--- src/hdl/swpd_pkg.sv ---
// Shared types and constants for the sync word packet deframer.
package swpd_pkg;

  // Defaults for the top-level parameters
  localparam int unsigned BODY_BYTES_DEF     = 153;
  localparam int unsigned CAN_MSG_OFFSET_DEF = 148;

  // Configuration register indexes and reset values
  localparam int unsigned CFG_INDEX_W = 1;
  localparam logic [CFG_INDEX_W-1:0] CFG_SYNC_WORD = 1'd0;
  localparam logic [CFG_INDEX_W-1:0] CFG_TIME_STEP = 1'd1;
  localparam logic [31:0] SYNC_WORD_RST = 32'h6F72_7A21; // "orz!"
  localparam logic [15:0] TIME_STEP_RST = 16'd25;

  // Command word bit patterns (IEEE single precision)
  localparam logic [31:0] CMD_PAD = 32'h4040_0000; // 3.0
  localparam logic [31:0] CMD_IGN = 32'h4000_0000; // 2.0
  localparam logic [31:0] CMD_INJ = 32'h3F80_0000; // 1.0

  typedef enum logic [1:0] {
    EV_NONE = 2'd0,
    EV_PAD  = 2'd1,
    EV_IGN  = 2'd2,
    EV_INJ  = 2'd3
  } event_t;

  // Master-side tdata: body_byte, body_index, phase_event, timestamp, count
  localparam int unsigned M_FIELDS_W = 8 + 8 + 2 + 32 + 32;
  localparam int unsigned M_DATA_W   = ((M_FIELDS_W + 7) / 8) * 8;

  typedef struct packed {
    logic [31:0] packet_count;
    logic [31:0] timestamp_tenth_ms;
    event_t      phase_event;
    logic        last_byte;
    logic [7:0]  body_index;
    logic [7:0]  body_byte;
  } result_t;

  function automatic event_t decode_event(input logic [31:0] w);
    event_t ev;
    ev = EV_NONE;
    if (w == CMD_PAD) ev = EV_PAD;
    else if (w == CMD_IGN) ev = EV_IGN;
    else if (w == CMD_INJ) ev = EV_INJ;
    return ev;
  endfunction

endpackage

--- src/hdl/sync_word_packet_deframer_core.sv ---
// Sync word packet deframer: hunts a four-byte sync word, then passes a fixed-length body.
//
//  channel  | dir | handshake               | payload
//  ---------+-----+-------------------------+-----------------------------------------
//  s_axis   | in  | s_axis_tvalid/tready    | tdata[7:0] rx_byte
//  m_axis   | out | m_axis_tvalid/tready    | tdata body fields, tlast = last_byte
//  cfg      | in  | cfg_valid/cfg_ready     | cfg_index, cfg_data
//
//  One byte is taken every clock while s_axis_tready is high. The header logic
//  and the body update work from the live state registers in the accepting
//  cycle; the result request is registered into the output register, or into
//  the skid register while m_axis stalls. That one-entry skid register feeds
//  the output register and catches the result that arrives during a stall of
//  m_axis; s_axis_tready drops only while the skid register is occupied.
//  rst (synchronous, active high) returns to hunting with all counters zero
//  and the registers at their reset values. cfg is always ready.
module sync_word_packet_deframer_core #(
  parameter int unsigned BODY_BYTES     = swpd_pkg::BODY_BYTES_DEF,
  parameter int unsigned CAN_MSG_OFFSET = swpd_pkg::CAN_MSG_OFFSET_DEF
) (
  input  logic                             clk,
  input  logic                             rst,
  // slave side
  input  logic                             s_axis_tvalid,
  output logic                             s_axis_tready,
  input  logic [7:0]                       s_axis_tdata,   // [7:0] rx_byte
  // master side
  output logic                             m_axis_tvalid,
  input  logic                             m_axis_tready,
  // [7:0] body_byte, [15:8] body_index, [17:16] phase_event,
  // [49:18] timestamp_tenth_ms, [81:50] packet_count, [87:82] zero
  output logic [swpd_pkg::M_DATA_W-1:0]    m_axis_tdata,
  output logic                             m_axis_tlast,   // last_byte
  // configuration writes
  input  logic                             cfg_valid,
  output logic                             cfg_ready,
  input  logic [swpd_pkg::CFG_INDEX_W-1:0] cfg_index,
  input  logic [31:0]                      cfg_data
);

  // Position limits, all within 8 bits for the legal parameter range
  localparam logic [7:0] LAST_POS = 8'(BODY_BYTES - 1);
  localparam logic [7:0] CMD_POS  = 8'(CAN_MSG_OFFSET);

  // Configuration
  logic [31:0] sync_word;
  logic [15:0] time_step;

  // Deframer state
  logic        in_body;
  logic [1:0]  sync_matched;
  logic [7:0]  body_position;
  logic [31:0] command_word;
  logic [31:0] time_base;
  logic [31:0] completed_packets;

  logic        in_body_next;
  logic [1:0]  sync_matched_next;
  logic [7:0]  body_position_next;
  logic [31:0] command_word_next;
  logic [31:0] time_base_next;
  logic [31:0] completed_packets_next;

  // Output register and skid register
  logic             out_valid;
  swpd_pkg::result_t out_res;
  logic             skid_valid;
  swpd_pkg::result_t skid_res;

  logic             accept;
  logic             res_valid;
  swpd_pkg::result_t res;
  logic             pop;

  logic [7:0]  rx_byte;
  logic [7:0]  expect_byte;
  logic [7:0]  lane_off;
  logic        last;

  assign rx_byte       = s_axis_tdata;
  assign s_axis_tready = ~skid_valid;
  assign accept        = s_axis_tvalid & s_axis_tready;
  assign cfg_ready     = 1'b1;

  // Header byte expected next: first one sits in the top byte
  always_comb begin
    unique case (sync_matched)
      2'd0:    expect_byte = sync_word[31:24];
      2'd1:    expect_byte = sync_word[23:16];
      2'd2:    expect_byte = sync_word[15:8];
      default: expect_byte = sync_word[7:0];
    endcase
  end

  assign lane_off = body_position - CMD_POS;
  assign last     = (body_position >= LAST_POS);

  always_comb begin
    in_body_next           = in_body;
    sync_matched_next      = sync_matched;
    body_position_next     = body_position;
    command_word_next      = command_word;
    time_base_next         = time_base;
    completed_packets_next = completed_packets;
    res_valid              = 1'b0;

    if (!in_body) begin
      // Hunting; a mismatching byte is not retried as a first sync byte
      if (rx_byte == expect_byte) begin
        if (sync_matched == 2'd3) begin
          in_body_next       = 1'b1;
          body_position_next = 8'd0;
          sync_matched_next  = 2'd0;
        end else begin
          sync_matched_next = sync_matched + 2'd1;
        end
      end else begin
        sync_matched_next = 2'd0;
      end
    end else begin
      res_valid = 1'b1;
      // Little-endian command word lanes
      if (body_position >= CMD_POS && lane_off < 8'd4) begin
        case (lane_off[1:0])
          2'd0:    command_word_next[7:0]   = rx_byte;
          2'd1:    command_word_next[15:8]  = rx_byte;
          2'd2:    command_word_next[23:16] = rx_byte;
          default: command_word_next[31:24] = rx_byte;
        endcase
      end
      if (last) begin
        completed_packets_next = completed_packets + 32'd1;
        time_base_next         = time_base + {16'd0, time_step};
        in_body_next           = 1'b0;
        sync_matched_next      = 2'd0;
        body_position_next     = 8'd0;
      end else begin
        body_position_next = body_position + 8'd1;
      end
    end

    res.body_byte  = rx_byte;
    res.body_index = body_position;
    res.last_byte  = last;
    if (last) begin
      res.phase_event        = swpd_pkg::decode_event(command_word_next);
      res.timestamp_tenth_ms = time_base_next;
      res.packet_count       = completed_packets_next;
    end else begin
      res.phase_event        = swpd_pkg::EV_NONE;
      res.timestamp_tenth_ms = 32'd0;
      res.packet_count       = 32'd0;
    end
  end

  // State and configuration
  always_ff @(posedge clk) begin
    if (rst) begin
      sync_word         <= swpd_pkg::SYNC_WORD_RST;
      time_step         <= swpd_pkg::TIME_STEP_RST;
      in_body           <= 1'b0;
      sync_matched      <= 2'd0;
      body_position     <= 8'd0;
      command_word      <= 32'd0;
      time_base         <= 32'd0;
      completed_packets <= 32'd0;
    end else begin
      if (cfg_valid) begin
        case (cfg_index)
          swpd_pkg::CFG_SYNC_WORD: sync_word <= cfg_data;
          swpd_pkg::CFG_TIME_STEP: time_step <= cfg_data[15:0];
          default: ;
        endcase
      end
      if (accept) begin
        in_body           <= in_body_next;
        sync_matched      <= sync_matched_next;
        body_position     <= body_position_next;
        command_word      <= command_word_next;
        time_base         <= time_base_next;
        completed_packets <= completed_packets_next;
      end
    end
  end

  // Output register with skid: pop when the output register is free this cycle
  assign pop = ~out_valid | m_axis_tready;

  always_ff @(posedge clk) begin
    if (rst) begin
      out_valid  <= 1'b0;
      skid_valid <= 1'b0;
    end else if (pop) begin
      if (skid_valid) begin
        out_valid  <= 1'b1;
        skid_valid <= accept & res_valid;
      end else begin
        out_valid  <= accept & res_valid;
      end
    end else if (accept & res_valid) begin
      skid_valid <= 1'b1;
    end
  end

  always_ff @(posedge clk) begin
    if (pop) begin
      if (skid_valid) begin
        out_res  <= skid_res;
        skid_res <= res;
      end else begin
        out_res <= res;
      end
    end else if (accept & res_valid) begin
      skid_res <= res;
    end
  end

  assign m_axis_tvalid = out_valid;
  assign m_axis_tlast  = out_res.last_byte;
  assign m_axis_tdata  = {{(swpd_pkg::M_DATA_W - swpd_pkg::M_FIELDS_W){1'b0}},
                          out_res.packet_count,
                          out_res.timestamp_tenth_ms,
                          out_res.phase_event,
                          out_res.body_index,
                          out_res.body_byte};

endmodule

--- config.mk ---
export PLATFORM = sky130hd
export DESIGN_NAME = sync_word_packet_deframer_core
export DESIGN_NICKNAME = d
export VERILOG_FILES = /design/src/hdl/swpd_pkg.sv /design/src/hdl/sync_word_packet_deframer_core.sv
export SDC_FILE = /design/constraint.sdc
export NUM_CORES = 1
export LEC_CHECK = 0
export ABC_AREA = 1
export BUFFER_PORTS_ARGS = -buffer_cell sky130_fd_sc_hd__buf_4
export CAP_MARGIN = 20
export CORE_ASPECT_RATIO = 1.25
export CORE_UTILIZATION = 52
export DETAILED_ROUTE_END_ITERATION = 8
export PLACE_DENSITY = 0.71
export SYNTH_ARGS = -nofsm -noshare
export SYNTH_HDL_FRONTEND = slang
export SYNTH_SLANG_ARGS = --single-unit
--- constraint.sdc ---
create_clock -name clk -period 17.35 [get_ports clk]
set_clock_uncertainty 0.15 [all_clocks]
set_input_delay 4.3375 -clock clk [delete_from_list [all_inputs] [get_ports clk]]
set_output_delay 4.3375 -clock clk [all_outputs]
set_load 0.01 [all_outputs]
# Yosys cells after proc, flatten, opt, wreduce, memory -nomap -nowiden
# Cells that the tools add are included.
[totals]
input_bits = 46
reg_bits = 323
output_inout_bits = 92
[classes]
n_reduce_logical = 12
n_bitwise = 6
magnitude_cmp = 3
n_eq_ne = 11
addsub = 5
n_mux = 36
[op_table]
columns = ["op", "count"]
rows = [
  ["$mux W83", 4],
  ["$mux W32", 6],
  ["$mux W66", 1],
  ["$eq A32 B31 Y1 const B", 2],
  ["$mux W8", 8],
  ["$add A32 B1 Y32 const B", 1],
  ["$add A32 B16 Y32", 1],
  ["$eq A32 B30 Y1 const B", 1],
  ["$pmux W8 S3", 1],
  ["$ge A8 B8 Y1 const B", 2],
  ["$mux W2", 7],
  ["$mux W1", 9],
  ["$add A8 B1 Y8 const B", 1],
  ["$eq A8 B8 Y1", 1],
  ["$lt A8 B3 Y1 const B", 1],
  ["$reduce_and A2 Y1", 4],
  ["$sub A8 B8 Y8 const B", 1],
  ["$eq A2 B2 Y1 const B", 3],
  ["$reduce_bool A2 Y1", 3],
  ["$eq A2 B1 Y1 const B", 2],
  ["$logic_not A2 Y1", 2],
  ["$not A1 Y1", 3],
  ["$reduce_and A3 Y1", 1],
  ["$reduce_or A3 Y1", 1],
  ["6 further kinds", 7],
]

# Longest topological paths before layout
[logic_depth]
depth_word = 13
mapped_depth = 16
depth_no_buf = 15

# Worst setup path before layout
# Ideal clock, no wire load.
[synth_timing]
path_kind = "input port to flip-flop"
start = "in m_axis_tready"
end = "reg skid_res[0] in the netlist's numbering, enable pin"
arrival_ns = 10.212
t_required_ns = 16.561
path_stages = 2
setup_time_ns = 0.639
path_buffers = 0
slack_ns = 6.349
cell_sequence = "nor2_1 > o21ai_0"
[synth_via]
elab_chain_len = 3
elab_cells_between_ends = 4
cone_classes = "eq/ne (1); bitwise (1); reduce/logical (2)"
[synth_lines]
columns = ["element", "line", "source"]
rows = [
  ["start: declaration", "sync_word_packet_deframer_core.sv:29", "input logic m_axis_tready,"],
  ["$or A1 B1 Y1 *", "sync_word_packet_deframer_core.sv:187", "assign pop = ~out_valid | m_axis_tready;"],
  ["$ne A2 B2 Y1 (no source line) / $reduce_bool A2 Y1 (equally long branches)", "--", ""],
  ["$reduce_and A2 Y1 (no source line) *", "--", ""],
  ["end signal: assignment", "sync_word_packet_deframer_core.sv:209", "skid_res <= res;"],
  ["end signal: assignment", "sync_word_packet_deframer_core.sv:214", "skid_res <= res;"],
  ["end: declaration", "sync_word_packet_deframer_core.sv:68", "swpd_pkg::result_t skid_res;"],
]
# Mark *: on every way between the ends. The rest lies on a longest branch, timed or not.
# A chain may end at the register's enable or synchronous reset.

# Worst setup path in the final report
[layout_timing]
start = "in s_axis_tvalid"
end = "reg skid_res[27] in the netlist's numbering, enable pin"
[layout_via]
elab_chain_len = 4
[layout_lines]
columns = ["element", "line", "source"]
rows = [
  ["start: declaration", "sync_word_packet_deframer_core.sv:24", "input logic s_axis_tvalid,"],
  ["$and A1 B1 Y1", "sync_word_packet_deframer_core.sv:82", "assign accept = s_axis_tvalid & s_axis_tready;"],
  ["$and A1 B1 Y1", "sync_word_packet_deframer_core.sv:213", "end else if (accept & res_valid) begin"],
  ["$reduce_bool A2 Y1 (no source line)", "--", ""],
  ["$reduce_and A2 Y1 (no source line)", "--", ""],
]
# No other way between the ends.

==> flow_summary.json <==
{
  "post-place-cells": 2568,
  "gp_congestion": 0.907,
  "synth_edf_count": 166,
  "cts_hold_buf": 0,
  "min_period_over_period": 0.366,
  "crit_path_top_delay_cell": "buf_4",
  "min_from": "sync_word[21]$_SDFFE_PP1P_",
  "r2r_slack_ns": 13.67,
  "clock-sinks": 323,
  "tns_ns": 0,
  "synth-seq-cells": 323,
  "end_kind": "flip-flop",
  "yosysUniqueCellTypes": 50,
  "post_cts_resized": 0,
  "die_h_um": 200,
  "final_common_cell": "nand2_1",
  "max_cap_viol_count": 0,
  "clockBufferDepth": 3,
  "worstPathArrival_ns": 6.39,
  "yosysTopAreaCellShare": 0.305,
  "slew_violations": 0,
  "port_buffers": 130,
  "yosysWarnings": 0,
  "peakVddDrop_mv": 0.0690,
  "initial_core_util": 0.529,
  "cts_setup_buffers": 0,
  "num_rows": 72,
  "layout.nets": 2266,
  "synth_top_cell_by_area": "edfxtp_1",
  "grt_pass1_vias": 13409,
  "slowest_delay_ns": 0.82,
  "synth-xor-area-share": 0.0171,
  "worstPathCellList": "buf_4 > nand2_2 > buf_4 > nor2_1 > nand2_1 > o21ai_4 > buf_4",
  "io_pins": 138,
  "firstDrtPassIters": 5,
  "path_common_cell": "buf_4",
  "relSlewSlack": 0.343,
  "wl_per_cell_um": 15.8,
  "place_ws_ns": 10.37,
  "synthTopCellsByArea": "edfxtp_1, dfxtp_1, nand2_1, inv_1, nand3_1",
  "rsz0062_at_grt": "false",
  "hold_path.class": "reg2reg",
  "fp.dieArea_mm2": 0.0322,
  "tightest_slew_ns": 0.985,
  "vias": 14010,
  "cts.htree.levels": 1,
  "synth_cells": 2116,
  "hold_viol": 0,
  "fmax_mhz": 157,
  "final_cell_mix": "nand2_1, inv_1, nor2_1, edfxtp_1, nand3_1",
  "syn_area_mm2": 0.0163,
  "path_clk_slew_ns": 0.06,
  "layout_min_cycle_time_ns": 6.35,
  "final_cells": 2625,
  "status": "finished, final reports clean",
  "synth-seq-area-share": 0.497,
  "drtAntennaViolNets": 0,
  "crit_type": "in2reg",
  "drc": 0,
  "fin_ws_ns": 11.00,
  "dp_hpwl_um": 28100,
  "routed_via_density": 5.34,
  "layout-drive-gt1-share": 0.101,
  "muxShareOfSynthArea": 0.000612,
  "timing.rr.start": "skid_valid$_SDFFE_PP0P_",
  "cp-startpoint": "s_axis_tvalid",
  "cts_root_buffer": "clkbuf_16",
  "coreArea_mm2": 0.0309,
  "synthSimpleGateAreaFrac": 0.273,
  "grt_pass1_wl_um": 68000,
  "avgSynthCellArea_um2": 7.73,
  "numCtsBuffers": 31,
  "fp.dieW_um": 161,
  "cp.required_ns": 17.39,
  "worstPathMaxFanout": 75,
  "synthAdderAreaFrac": 0.0204,
  "synth_top_family_by_area": "simple AND/OR/NAND/NOR gates",
  "start_kind": "input pin",
  "nFillCells": 2903,
  "setup_viol": 0,
  "wl_um": 41400,
  "overflow": 0,
  "power_density_mw_per_mm2": 86.2,
  "cts_tree": "built",
  "grt_usage": 0.260,
  "final_util": 0.597,
  "synth_compound_area_frac": 0.108,
  "fin_total_pwr_w": 0.00159,
  "grt_max_degree": 79,
  "area_delta_synth_final_pct": 12.8,
  "antenna-diode-count": 0,
  "p_leak_nw": 8.35,
  "clock_latency_ns": 0.57,
  "drt-initial-drc-count": 961,
  "ys.flop_type": "edfxtp_1",
  "antenna_found_initial": 0,
  "synth-async-reset-ratio": 0
}
-- worst paths after layout --
path / to / cells past startpoint
worst max register to register: skid_res[27]$_DFFE_PP_ / 8
worst max-delay path: skid_res[27]$_DFFE_PP_ / 7
worst min register to register: sync_word[21]$_SDFFE_PP1P_ / 2
worst min-delay path: sync_word[21]$_SDFFE_PP1P_ / 2
-- where the power goes --
| part | switching [W] | leakage (nW) | internal [W] | total [W] |
|---|---|---|---|---|
| logic | 0.0000719 | 4.82 | 0.0000390 | 0.000111 |
| clock network | 0.000293 | 0.462 | 0.000355 | 0.000648 |
| registers | 0.0000162 | 3.07 | 0.000816 | 0.000832 |
| total | 0.000381 | 8.35 | 0.00121 | 0.00159 |
-- through the flow --
stage          instance area [µm²]  hold WS (ns)
2_1_floorplan                16400         0.279
3_3_place_gp                 17500         0.288
3_5_place_dp                 17500         0.294
4_1_cts                      18400         0.311
5_1_grt                      18400         0.330
6_report                     18400         0.313
-- worst max-delay path, delay by kind of cell --
kind / cells / cell delay [ns]
buffers and inverters: 3 / 1.29
and+or+nand+nor: 3 / 0.44
AOI/OAI and AO/OA: 1 / 0.26
-- cells by family (layout without fill, tap and decap cells) --
family,after synthesis,in the layout
DFF,323,323
muxes,1,1
and+or+nand+nor,1061,1061
xor gates and xnor gates,32,32
other,2,7
adders and majority gates,26,26
AOI/OAI and AO/OA,330,330
buffers and inverters,341,438
-- state kept, by name (all words and copies together) (netlist names) --
signal             count
skid_res              83
m_axis_tdata          82
sync_word             32
command_word          32
time_base             32
body_position          8
skid_valid             1
m_axis_tvalid          1
completed_packets     32
m_axis_tlast           1
time_step             16
in_body                1
sync_matched           2
-- cell type report --
cell class,instances,area (µm²),area share
Sequential cell,323,8130,0.441
Multi-Input combinational cell,1457,6890,0.373
Timing Repair Buffer,140,1050,0.0570
Inverter,241,912,0.0495
Clock buffer,42,841,0.0456
Tap cell,407,509,0.0276
Clock inverter,15,111,0.00604
-- synth_stat cells (2+ instances only) --
cell / count
inv_2: 4
clkbuf_1: 55
buf_1: 18
nor2_1: 185
nand4_1: 20
o22ai_1: 4
o21ai_1: 5
inv_1: 233
edfxtp_1: 166
nand3_1: 162
conb_1: 2
and2_1: 4
clkinv_1: 3
nand2_4: 2
or2_2: 5
buf_6: 4
nor4_1: 6
nand3b_1: 3
xor2_1: 24
o211ai_1: 33
xnor2_1: 8
ha_1: 25
a31oi_1: 2
nor2_2: 7
nand2_1: 621
buf_2: 12
dfxtp_1: 157
nor3_1: 32
nand2_2: 3
nor2_4: 2
o21ai_0: 154
o21bai_1: 2
buf_4: 10
nand3_2: 2
a21oi_1: 125
a21o_1: 2
-- layer usage --
| metal | vias to the layer above | global-route usage | part of all wire |
|---|---|---|---|
| met1 | 6445 | 0.337 | 0.44 |
| met4 | 0 | 0.114 | 0.041 |
| met2 | 403 | 0.439 | 0.47 |
| li1 | 7070 | - | - |
| met5 | - | 0 | 0 |
| met3 | 92 | 0.0284 | 0.048 |
No activity file was read; power rests on OpenSTA's default activity.
